### config.mk
export PLATFORM = sky130hd
export DESIGN_NAME = lzc_ctrl
export DESIGN_NICKNAME = d
export VERILOG_FILES = /design/src/hw/rtl/lzc_pkg.sv /design/src/hw/rtl/lzc_ctrl.sv
export SDC_FILE = /design/constraint.sdc
export NUM_CORES = 1
export LEC_CHECK = 0
export BUFFER_PORTS_ARGS = -buffer_cell sky130_fd_sc_hd__buf_2
export CAP_MARGIN = 20
export CORE_MARGIN = 2
export CORE_UTILIZATION = 48
export DETAILED_ROUTE_END_ITERATION = 12
export PLACE_DENSITY = 0.76
export SLEW_MARGIN = 0
export SYNTH_ARGS = -nofsm -noshare
export SYNTH_HDL_FRONTEND = slang
export SYNTH_SLANG_ARGS = --single-unit
export TNS_END_PERCENT = 10
### constraint.sdc
create_clock -name clock -period 2.54 [get_ports clock]
set_clock_uncertainty 0.2 [all_clocks]
set_input_delay 0.508 -clock clock [delete_from_list [all_inputs] [get_ports clock]]
set_output_delay 0.508 -clock clock [all_outputs]
set_load 0.005 [all_outputs]
### src/hw/rtl/lzc_pkg.sv
// Shared types and constants of the LZ chunk stream decompressor.
package lzc_pkg;

   // Fixed header geometry and magic pattern.
   localparam int HEADER_BYTES = 16;
   localparam int MAGIC_BYTES = 8;
   localparam int SIZE_FIELD_START = 12;
   localparam int MAX_GROUP = 4;
   localparam int OFFSET_WIDTH = 15;
   localparam logic [7:0] MAGIC [MAGIC_BYTES] = '{
      8'h2E, 8'h53, 8'h51, 8'h5A, 8'h2E, 8'h62, 8'h6D, 8'h70
   };

   // Result status codes.
   typedef enum logic [2:0] {
      STATUS_DATA     = 3'd0,
      STATUS_DONE     = 3'd1,
      STATUS_SHORT    = 3'd2,
      STATUS_BADHDR   = 3'd3,
      STATUS_TRUNC    = 3'd4,
      STATUS_OVERFLOW = 3'd5,
      STATUS_BADOFF   = 3'd6
   } status_type;

   // Commands from the controller to the datapath.
   typedef struct packed {
      logic accept;
      logic hdr_step;
      logic load_first;
      logic load_word;
      logic load_second;
      logic load_litrun;
      logic dec_rem;
      logic dec_lit;
      logic emit_lit;
      logic start_short;
      logic start_long;
      logic mem_rd;
      logic emit_match;
      logic push_group;
      logic push_status;
      logic push_last;
      logic clear_all;
      status_type status;
   } dp_cmd_type;

   // Status flags from the datapath to the controller.
   typedef struct packed {
      logic magic_bad;
      logic hdr_final;
      logic word_neg;
      logic word_zero;
      logic rem_le1;
      logic rem_zero;
      logic chunk_lit;
      logic byte_msb;
      logic lit_last;
      logic short_bad;
      logic long_bad;
      logic full;
      logic size_equal;
      logic match_last;
      logic grp_full;
      logic grp_empty;
      logic out_free;
      logic eos;
   } dp_status_type;

endpackage

### src/hw/rtl/lzc_ctrl.sv
// Controller of the decompressor: stream parse phase and per-word sequencing.
module lzc_ctrl
   import lzc_pkg::*;
(
   input  logic          clock,
   input  logic          reset,
   input  logic          req_valid,
   output logic          req_ready,
   input  dp_status_type st,
   output dp_cmd_type    cmd
);

   typedef enum logic [6:0] {
      S_IDLE     = 7'b0000001,
      S_DECODE   = 7'b0000010,
      S_MATCH_RD = 7'b0000100,
      S_MATCH_WR = 7'b0001000,
      S_FLUSH    = 7'b0010000,
      S_ERROR    = 7'b0100000,
      S_EOS      = 7'b1000000
   } flow_type;

   typedef enum logic [7:0] {
      PH_HEADER  = 8'b00000001,
      PH_WORD_LO = 8'b00000010,
      PH_WORD_HI = 8'b00000100,
      PH_CHUNK   = 8'b00001000,
      PH_SECOND  = 8'b00010000,
      PH_THIRD   = 8'b00100000,
      PH_LITRUN  = 8'b01000000,
      PH_DRAIN   = 8'b10000000
   } phase_type;

   flow_type   state_ff, state_in;
   phase_type  phase_ff, phase_in;
   logic       err_ff, err_in;
   logic       pend_valid_ff, pend_valid_in;
   status_type pend_code_ff, pend_code_in;
   logic       raise;
   status_type raise_code;
   status_type eos_code;

   // Closing status of a file that ended without an error.
   always_comb begin
      if (phase_ff == PH_WORD_LO) begin
         eos_code = st.size_equal ? STATUS_DONE : STATUS_SHORT;
      end else if (phase_ff == PH_HEADER) begin
         eos_code = STATUS_BADHDR;
      end else begin
         eos_code = STATUS_TRUNC;
      end
   end

   // Sequencing of one input word.
   always_comb begin
      state_in      = state_ff;
      phase_in      = phase_ff;
      err_in        = err_ff;
      pend_valid_in = pend_valid_ff;
      pend_code_in  = pend_code_ff;
      raise         = 1'b0;
      raise_code    = STATUS_DATA;
      req_ready     = 1'b0;
      cmd           = '0;
      cmd.status    = STATUS_DATA;

      unique case (state_ff)
         S_IDLE: begin
            req_ready = 1'b1;
            if (req_valid) begin
               cmd.accept = 1'b1;
               state_in   = S_DECODE;
            end
         end
         S_DECODE: begin
            state_in = S_FLUSH;
            unique case (phase_ff)
               PH_HEADER: begin
                  if (st.magic_bad) begin
                     raise      = 1'b1;
                     raise_code = STATUS_BADHDR;
                  end else begin
                     cmd.hdr_step = 1'b1;
                     if (st.hdr_final) begin
                        phase_in = PH_WORD_LO;
                     end
                  end
               end
               PH_WORD_LO: begin
                  cmd.load_first = 1'b1;
                  phase_in       = PH_WORD_HI;
               end
               PH_WORD_HI: begin
                  cmd.load_word = 1'b1;
                  phase_in      = (!st.word_neg && st.word_zero) ? PH_WORD_LO : PH_CHUNK;
               end
               PH_CHUNK: begin
                  if (st.chunk_lit) begin
                     if (st.full) begin
                        raise      = 1'b1;
                        raise_code = STATUS_OVERFLOW;
                     end else begin
                        cmd.emit_lit = 1'b1;
                        cmd.dec_rem  = 1'b1;
                        if (st.rem_le1) begin
                           phase_in = PH_WORD_LO;
                        end
                     end
                  end else begin
                     cmd.dec_rem = 1'b1;
                     if (st.byte_msb) begin
                        cmd.load_first = 1'b1;
                        phase_in       = PH_SECOND;
                     end else begin
                        cmd.load_litrun = 1'b1;
                        phase_in        = PH_LITRUN;
                     end
                  end
               end
               PH_SECOND: begin
                  cmd.dec_rem = 1'b1;
                  if (st.byte_msb) begin
                     if (st.short_bad) begin
                        raise      = 1'b1;
                        raise_code = STATUS_BADOFF;
                     end else begin
                        cmd.start_short = 1'b1;
                        state_in        = S_MATCH_RD;
                     end
                  end else begin
                     cmd.load_second = 1'b1;
                     phase_in        = PH_THIRD;
                  end
               end
               PH_THIRD: begin
                  cmd.dec_rem = 1'b1;
                  if (st.long_bad) begin
                     raise      = 1'b1;
                     raise_code = STATUS_BADOFF;
                  end else begin
                     cmd.start_long = 1'b1;
                     state_in       = S_MATCH_RD;
                  end
               end
               PH_LITRUN: begin
                  cmd.dec_rem = 1'b1;
                  if (st.full) begin
                     raise      = 1'b1;
                     raise_code = STATUS_OVERFLOW;
                  end else begin
                     cmd.emit_lit = 1'b1;
                     cmd.dec_lit  = 1'b1;
                     if (st.lit_last) begin
                        phase_in = st.rem_le1 ? PH_WORD_LO : PH_CHUNK;
                     end
                  end
               end
               PH_DRAIN: begin
               end
               default: begin
               end
            endcase
         end
         S_MATCH_RD: begin
            cmd.mem_rd = 1'b1;
            state_in   = S_MATCH_WR;
         end
         S_MATCH_WR: begin
            if (st.full) begin
               raise      = 1'b1;
               raise_code = STATUS_OVERFLOW;
            end else if (!st.grp_full || st.out_free) begin
               cmd.emit_match = 1'b1;
               if (st.match_last) begin
                  phase_in = st.rem_zero ? PH_WORD_LO : PH_CHUNK;
                  state_in = S_FLUSH;
               end else begin
                  state_in = S_MATCH_RD;
               end
            end
         end
         S_FLUSH: begin
            if (st.grp_empty) begin
               state_in = S_ERROR;
            end else if (st.out_free) begin
               cmd.push_group = 1'b1;
               cmd.push_last  = !pend_valid_ff && !(st.eos && !err_ff);
               state_in       = S_ERROR;
            end
         end
         S_ERROR: begin
            if (!pend_valid_ff) begin
               state_in = S_EOS;
            end else if (st.out_free) begin
               cmd.push_status = 1'b1;
               cmd.push_last   = 1'b1;
               cmd.status      = pend_code_ff;
               pend_valid_in   = 1'b0;
               state_in        = S_EOS;
            end
         end
         S_EOS: begin
            if (!st.eos) begin
               state_in = S_IDLE;
            end else if (err_ff || st.out_free) begin
               if (!err_ff) begin
                  cmd.push_status = 1'b1;
                  cmd.push_last   = 1'b1;
                  cmd.status      = eos_code;
               end
               cmd.clear_all = 1'b1;
               phase_in      = PH_HEADER;
               err_in        = 1'b0;
               state_in      = S_IDLE;
            end
         end
         default: begin
            state_in = S_IDLE;
         end
      endcase

      // An error ends the work on this word and parks the parser until end of file.
      if (raise) begin
         err_in        = 1'b1;
         phase_in      = PH_DRAIN;
         pend_valid_in = 1'b1;
         pend_code_in  = raise_code;
         state_in      = S_FLUSH;
      end
   end

   always_ff @(posedge clock) begin
      if (reset) begin
         state_ff      <= S_IDLE;
         phase_ff      <= PH_HEADER;
         err_ff        <= 1'b0;
         pend_valid_ff <= 1'b0;
         pend_code_ff  <= STATUS_DATA;
      end else begin
         state_ff      <= state_in;
         phase_ff      <= phase_in;
         err_ff        <= err_in;
         pend_valid_ff <= pend_valid_in;
         pend_code_ff  <= pend_code_in;
      end
   end

`ifndef ASSERT_OFF
   a_accept_decodes: assert property (@(posedge clock) disable iff (reset)
      (req_valid && req_ready) |=> (state_ff == S_DECODE))
      else $error("accepted word not decoded next cycle");

   a_no_emit_when_full: assert property (@(posedge clock) disable iff (reset)
      (cmd.emit_lit || cmd.emit_match) |-> !st.full)
      else $error("byte emitted past the declared size");

   a_pending_is_error: assert property (@(posedge clock) disable iff (reset)
      pend_valid_ff |-> (err_ff && (phase_ff == PH_DRAIN)))
      else $error("pending error status without the error state");
`endif

endmodule
==> results of run 1 <==
[cells in the mapped netlist (4+ instances only)]
cell type  count  share of area (%)
nor2_1        24                5.5
dfxtp_1       20                 24
nand2_1       20                4.6
a21oi_1       19                5.8
nand3_1       11                3.3
clkbuf_1      10                2.3
o21ai_0        9                2.7
mux2i_1        7                4.3
nor2b_1        7                2.7
nor3_1         7                2.1
nand4_1        6                2.3
and2_1         5                1.9
nand2b_1       5                1.9
nor4b_1        5                2.7
o211ai_1       5                2.3
inv_1          4               0.91
nor4_1         4                1.5
nor4_2         4                3.0
xor2_1         4                2.1
[metal layers]
metal / routed length (microns) / vias up / GRT usage (%)
met2: 2350 / 84 / 41.4
met3: 394 / 4 / 2.52
met4: 34 / 0 / 7.78
li1: - / 965 / -
met1: 2110 / 888 / 32.4
met5: 0 / - / 0
[worst paths after layout]
path / start / end / depth (start not counted)
hold / removal: err_ff$_SDFFE_PP0P_ / err_ff$_SDFFE_PP0P_ / 2
setup reg to reg: phase_ff[7]$_SDFFE_PP0P_ / phase_ff[0]$_SDFFE_PP1P_ / 7
setup / recovery: phase_ff[7]$_SDFFE_PP0P_ / cmd[1] / 7
hold reg to reg: err_ff$_SDFFE_PP0P_ / err_ff$_SDFFE_PP0P_ / 2
[power by group through the flow]
stage	Combinational, mW	Sequential, mW	Clock, mW
3_3_place_gp	0.153	0.339	0
6_report	0.165	0.334	0.156
3_5_place_dp	0.155	0.340	0
4_1_cts	0.159	0.333	0.157
5_1_grt	0.180	0.336	0.168
2_1_floorplan	0.0864	0.338	0
[layout make-up]
class	instances	area, sq um
Clock buffer	3	22.5
Fill cell	316	1100
Inverter	4	15.0
Multi-Input combinational cell	189	1290
Sequential cell	20	405
Tap cell	46	57.6
Timing Repair Buffer	69	419
[flip-flops by register name, summed over array words and instances, names as in the netlist]
signal	flops
phase_ff	8
state_ff	7
pend_code_ff	3
err_ff	1
pend_valid_ff	1
[worst reg2reg max path: cells and delay by family, from the launching register on]
| family | cells | cell delay (ns) |
|---|---|---|
| flops | 1 | 0.34 |
| compound gates | 3 | 0.68 |
| simple gates | 3 | 1.07 |
| buf+inv | 1 | 0.15 |
[metrics by stage]
step                      std cells  instance area [sq um]  hold WS [ns]
after CTS                       330                   2140         0.302
after detailed placement        327                   2070         0.286
after global placement          327                   2070         0.280
after global routing            331                   2210         0.315
after floorplan                 224                   1650         0.260
final                           331                   2210         0.295
[layout by cell type (no fill, tap or decap), types with 6 or more instances in the layout]
master and count:
buf_2 41, buf_4 27, nor2_1 24, nand2_1 20, a21oi_1 16, dfxtp_1 16, nand3_1 11, o21ai_0 8
nor2b_1 7, mux2i_1 7, nor3_1 6, nand4_1 6
[what timing repair did]
item                       in CTS  in global routing
pin swaps                       2                  4
gates resized for setup        10                 13
hold buffers                    0                  0
setup endpoints to repair      19                 34
buffers inserted                0                  1
cloned                          0                  0
[cells by family after synthesis]
family / after synthesis / synth area share, %
AO/OA/AOI/OAI: 56 / 22.0
buffers and inverters: 15 / 3.87
XOR/XNOR: 4 / 2.13
multiplexers: 7 / 4.25
flip-flops: 20 / 24.3
AND/OR/NAND/NOR: 122 / 43.4
==> metrics.md, run 1 <==
| Metric | Value |
|---|---|
| Die area | 3920 sq um |
| Worst path slowest cell | or4_4 |
| Leakage Power | 0.947 nW |
| Fin Setup TNS | -2.69 ns |
| Post-Synthesis Net Count | 245 |
| PnR worst setup slack | -0.537 ns |
| Comb pwr share | 25.2% |
| Layout Nets | 308 |
| Avg Vias per Cell | 5.86 |
| Max-cap check violation count | 0 |
| Clock transition at path regs | 0.12 ns |
| Yosys warning total | 0 |
| Number of antenna diodes | 0 |
| Pin count of the biggest net entering global routing | 16 |
| Core area | 3310 sq um |
| Worst-path maximum fanout | 2 |
| R2R setup slack | 0.01 ns |
| Wire per inst | 14.8 microns |
| Synth-to-Final Area Change | 34.1% |
| First-pass GRT wire length | 7690 microns |
| RSZ-0062 raised after global routing | yes |
| Post-layout minimum cycle time | 3.08 ns |
| Std-Cell Rows | 21 |
| GRT Residual Overflow | 0 |
| # setup viols final | 12 |
| Asr flop ratio synth | 0% |
| Routed WL | 4890 microns |
| Clk_lat worst skew | 0.30 ns |
| Post-layout util | 66.7% |
| WP buf/inv | 1 |
| Critical path class | reg2out |
| Outcome | complete, but fails checks |
| Clock Tree Buf Depth | 2 |
| Total Power | 0.656 mW |
| PwrDens | 297 nW/um^2 |
| Most common flop cell mapped by yosys | dfxtp_1 |
| Crit-path most repeated cell | or3_4 |
| Switching power share of the total | 30.7% |
| Flop pwr share | 51.0% |
| Total CTS buffers | 3 |
| CP required | 1.83 ns |
| Die W | 62.6 microns |
| Total track usage | 24.4% |
| Drt initial violations | 103 |
| Crit path DAT | 2.37 ns |
| Initial antenna violation count | 0 |
| CTS root buffer | clkbuf_4 |
| Clock share of power | 23.8% |
| CTS tree | yes |
| Achievable Freq | 325 MHz |
| Worst Hold Class | reg2reg |
| Psw | 0.201 mW |
| Syn Std Cell Area | 1650 sq um |
| Internal power | 0.454 mW |
| Remaining antenna violation count after routing | 0 |
| Largest delay share family, worst path | simple AND/OR/NAND/NOR gates |
| Final Hold Fails | 0 |
| Routability cong. | 0.919 |
| Post-Place Setup Slack | -0.204 ns |
| Post-synth cell types | 50 |
| Slew HR | 57.7% |
| Final Max Slew Viols | 0 |
| CP endpoint kind | output port |
| Cell Chain, Critical Path | or4_4 > or3_4 > nand2b_4 > or3_4 > a21oi_2 > a31o_1 > buf_2 |
| Die height | 62.6 microns |
| Synth Register Bits | 20 |
| Initial DRT Pass Iterations | 4 |
| Max VDD drop | 0.185 mV |
| Initial Utilization | 49.8% |
| Post-Synthesis Cells | 224 |
| Sequential-to-total area share from yosys stat | 24.3% |
| Crit-path max cell delay | 0.54 ns |
| Startpoint types | flop |
| Post-route DRC | 0 |
| Number of global-route vias before repair | 1,718 |
| Failing checks | negative setup slack |
| Post-synth EDFFs | 0 |
| I/O Buffers | 41 |
| I/O Pins | 42 |
| CTS H-Tree Depth | 1 |
| Vias | 1,941 |
| Layout cells sized above 1 | 36.1% |
| Period utilization | 121% |
| Synthesized area per cell | 7.36 sq um |
| CTS sink cnt | 20 |
| Hpwl dp | 3730 microns |
| Worst-Margin Slew | 0.633 ns |
Note: power is estimated with default switching activity, not from simulation.
==> run 2: changes to the inputs <==
Settings changed: CORE_MARGIN 2 to 1.
==> run 2 against run 1 <==
Effect of this change:
- the flow still finishes with violations (negative setup slack)
- first-iteration DRC count rose by 8.7%
- power fell by 0.75%
- sequential power is essentially flat
==> metrics.md, run 2 (synthesis results as in run 1) <==
| Metric | Value |
|---|---|
| Clock Tree Buf Depth | 2 |
| Critical path class | reg2out |
| Initial DRT Pass Iterations | 4 |
| Final Hold Fails | 0 |
| RSZ-0062 raised after global routing | yes |
| Crit path DAT | 2.31 ns |
| Psw | 0.197 mW |
| # setup viols final | 9 |
| CTS root buffer | clkbuf_4 |
| Clock transition at path regs | 0.11 ns |
| Layout Nets | 308 |
| Hold buffers post-CTS | 0 |
| Top Registers | phase_ff x8, state_ff x7, pend_code_ff x3 |
| Achievable Freq | 331 MHz |
| Pin count of the biggest net entering global routing | 16 |
| Worst-path maximum fanout | 2 |
| Avg Vias per Cell | 5.87 |
| Total track usage | 27.8% |
| GRT Residual Overflow | 0 |
| Vias | 1,932 |
| Routability cong. | 0.932 |
| CTS sink cnt | 20 |
| Max-cap check violation count | 0 |
| Comb pwr share | 25.6% |
| CTS tree | yes |
| Reg with most FFs | phase_ff |
| I/O Buffers | 41 |
| CP endpoint kind | output port |
| CP required | 1.83 ns |
| Most common cell after layout, fill and taps aside | buf_2 |
| Hold_ws | 0.300 ns |
| Leakage Power | 0.952 nW |
| Clock share of power | 22.9% |
| Fin Setup TNS | -2.04 ns |
| Total Power | 0.651 mW |
| Switching power share of the total | 30.2% |
| Flop pwr share | 51.5% |
| Die height | 60.6 microns |
| Number of global-route vias before repair | 1,717 |
| Synth-to-Final Area Change | 36.4% |
| Final Max Slew Viols | 0 |
| I/O Pins | 42 |
| Initial Utilization | 52.3% |
| Design area | 2250 sq um |
| Drt initial violations | 112 |
| DP Area | 2090 sq um |
| Fillers | 279 |
| Wire per inst | 14.8 microns |
| Std-Cell Rows | 20 |
| PnR worst setup slack | -0.479 ns |
| First-pass GRT wire length | 7710 microns |
| Die W | 60.6 microns |
| Routed WL | 4880 microns |
| Failing checks | negative setup slack |
| Post-route DRC | 0 |
| Max reg flops | 8 |
| PwrDens | 290 nW/um^2 |
| Hpwl dp | 3790 microns |
| Most frequent cells in the layout | buf_2, buf_4, nor2_1, nand2_1, a21oi_1 |
| Slew HR | 56.3% |
| Period utilization | 119% |
| Outcome | complete, but fails checks |
| Internal power | 0.454 mW |
| Die area | 3670 sq um |
| # placed instances | 326 |
| Total CTS buffers | 3 |
| Startpoint types | flop |
| Core area | 3150 sq um |
| Remaining antenna violation count after routing | 0 |
| CTS H-Tree Depth | 1 |
| Clk_lat worst skew | 0.30 ns |
| Post-Layout Cell Count | 329 |
| Initial antenna violation count | 0 |
| Worst-Margin Slew | 0.653 ns |
| Worst Hold Class | reg2reg |
| Post-layout minimum cycle time | 3.02 ns |
| Max VDD drop | 0.231 mV |
| R2R setup slack | 0.01 ns |
| Number of antenna diodes | 0 |
| Layout cells sized above 1 | 37.5% |
## run 2: power by group through the flow
stage                     sequential (mW)  combinational, mW  clock, mW
after detailed placement            0.340              0.153          0
after floorplan                     0.338             0.0864          0
after global routing                0.336              0.180      0.167
after global placement              0.339              0.151          0
after CTS                           0.333              0.159      0.151
final                               0.335              0.167      0.149
## run 2: worst max-delay path, cell delays in order, from the launching register on
cell and delay (ns):
dfxtp_2 0.34, or4_4 0.54, or3_4 0.34, nand2b_4 0.15
or3_4 0.33, a21oi_2 0.10, a31o_1 0.11, buf_2 0.11
## run 2: final cells by class
class / count / area [sq um] / area share [%]
Tap cell: 44 / 55.1 / 2.45
Sequential cell: 20 / 405 / 18.0
Timing Repair Buffer: 69 / 435 / 19.4
Clock buffer: 3 / 22.5 / 1.00
Inverter: 4 / 15.0 / 0.668
Multi-Input combinational cell: 189 / 1310 / 58.5
## run 2: per-stage QoR
step                      setup slack (ns)  util (%)
after floorplan                    -0.0844         -
after global placement              -0.161      66.2
after detailed placement            -0.193      66.2
after CTS                           -0.486      68.9
after global routing                -0.544      71.3
final                               -0.479      71.3
## run 2: what timing repair did
action | 4_1_cts | 5_1_grt
resized for setup | 10 | 18
endpoints found under the setup margin | 19 | 26
pin swaps | 3 | 3
buffers inserted | 0 | 0
## run 2: worst paths after layout
| path | startpoint | to | depth (start not counted) |
|---|---|---|---|
| max | phase_ff[7]$_SDFFE_PP0P_ | cmd[1] | 7 |
| min reg2reg | err_ff$_SDFFE_PP0P_ | err_ff$_SDFFE_PP0P_ | 2 |
| min | err_ff$_SDFFE_PP0P_ | err_ff$_SDFFE_PP0P_ | 2 |
| max reg2reg | phase_ff[7]$_SDFFE_PP0P_ | phase_ff[0]$_SDFFE_PP1P_ | 7 |
## run 2: metal layers
layer / GRT usage [%] / vias up / routed length, microns
li1: - / 963 / -
met1: 37.6 / 905 / 2220
met2: 46.5 / 62 / 2360
met3: 4.90 / 2 / 258
met4: 6.17 / 0 / 33
met5: 0 / - / 0
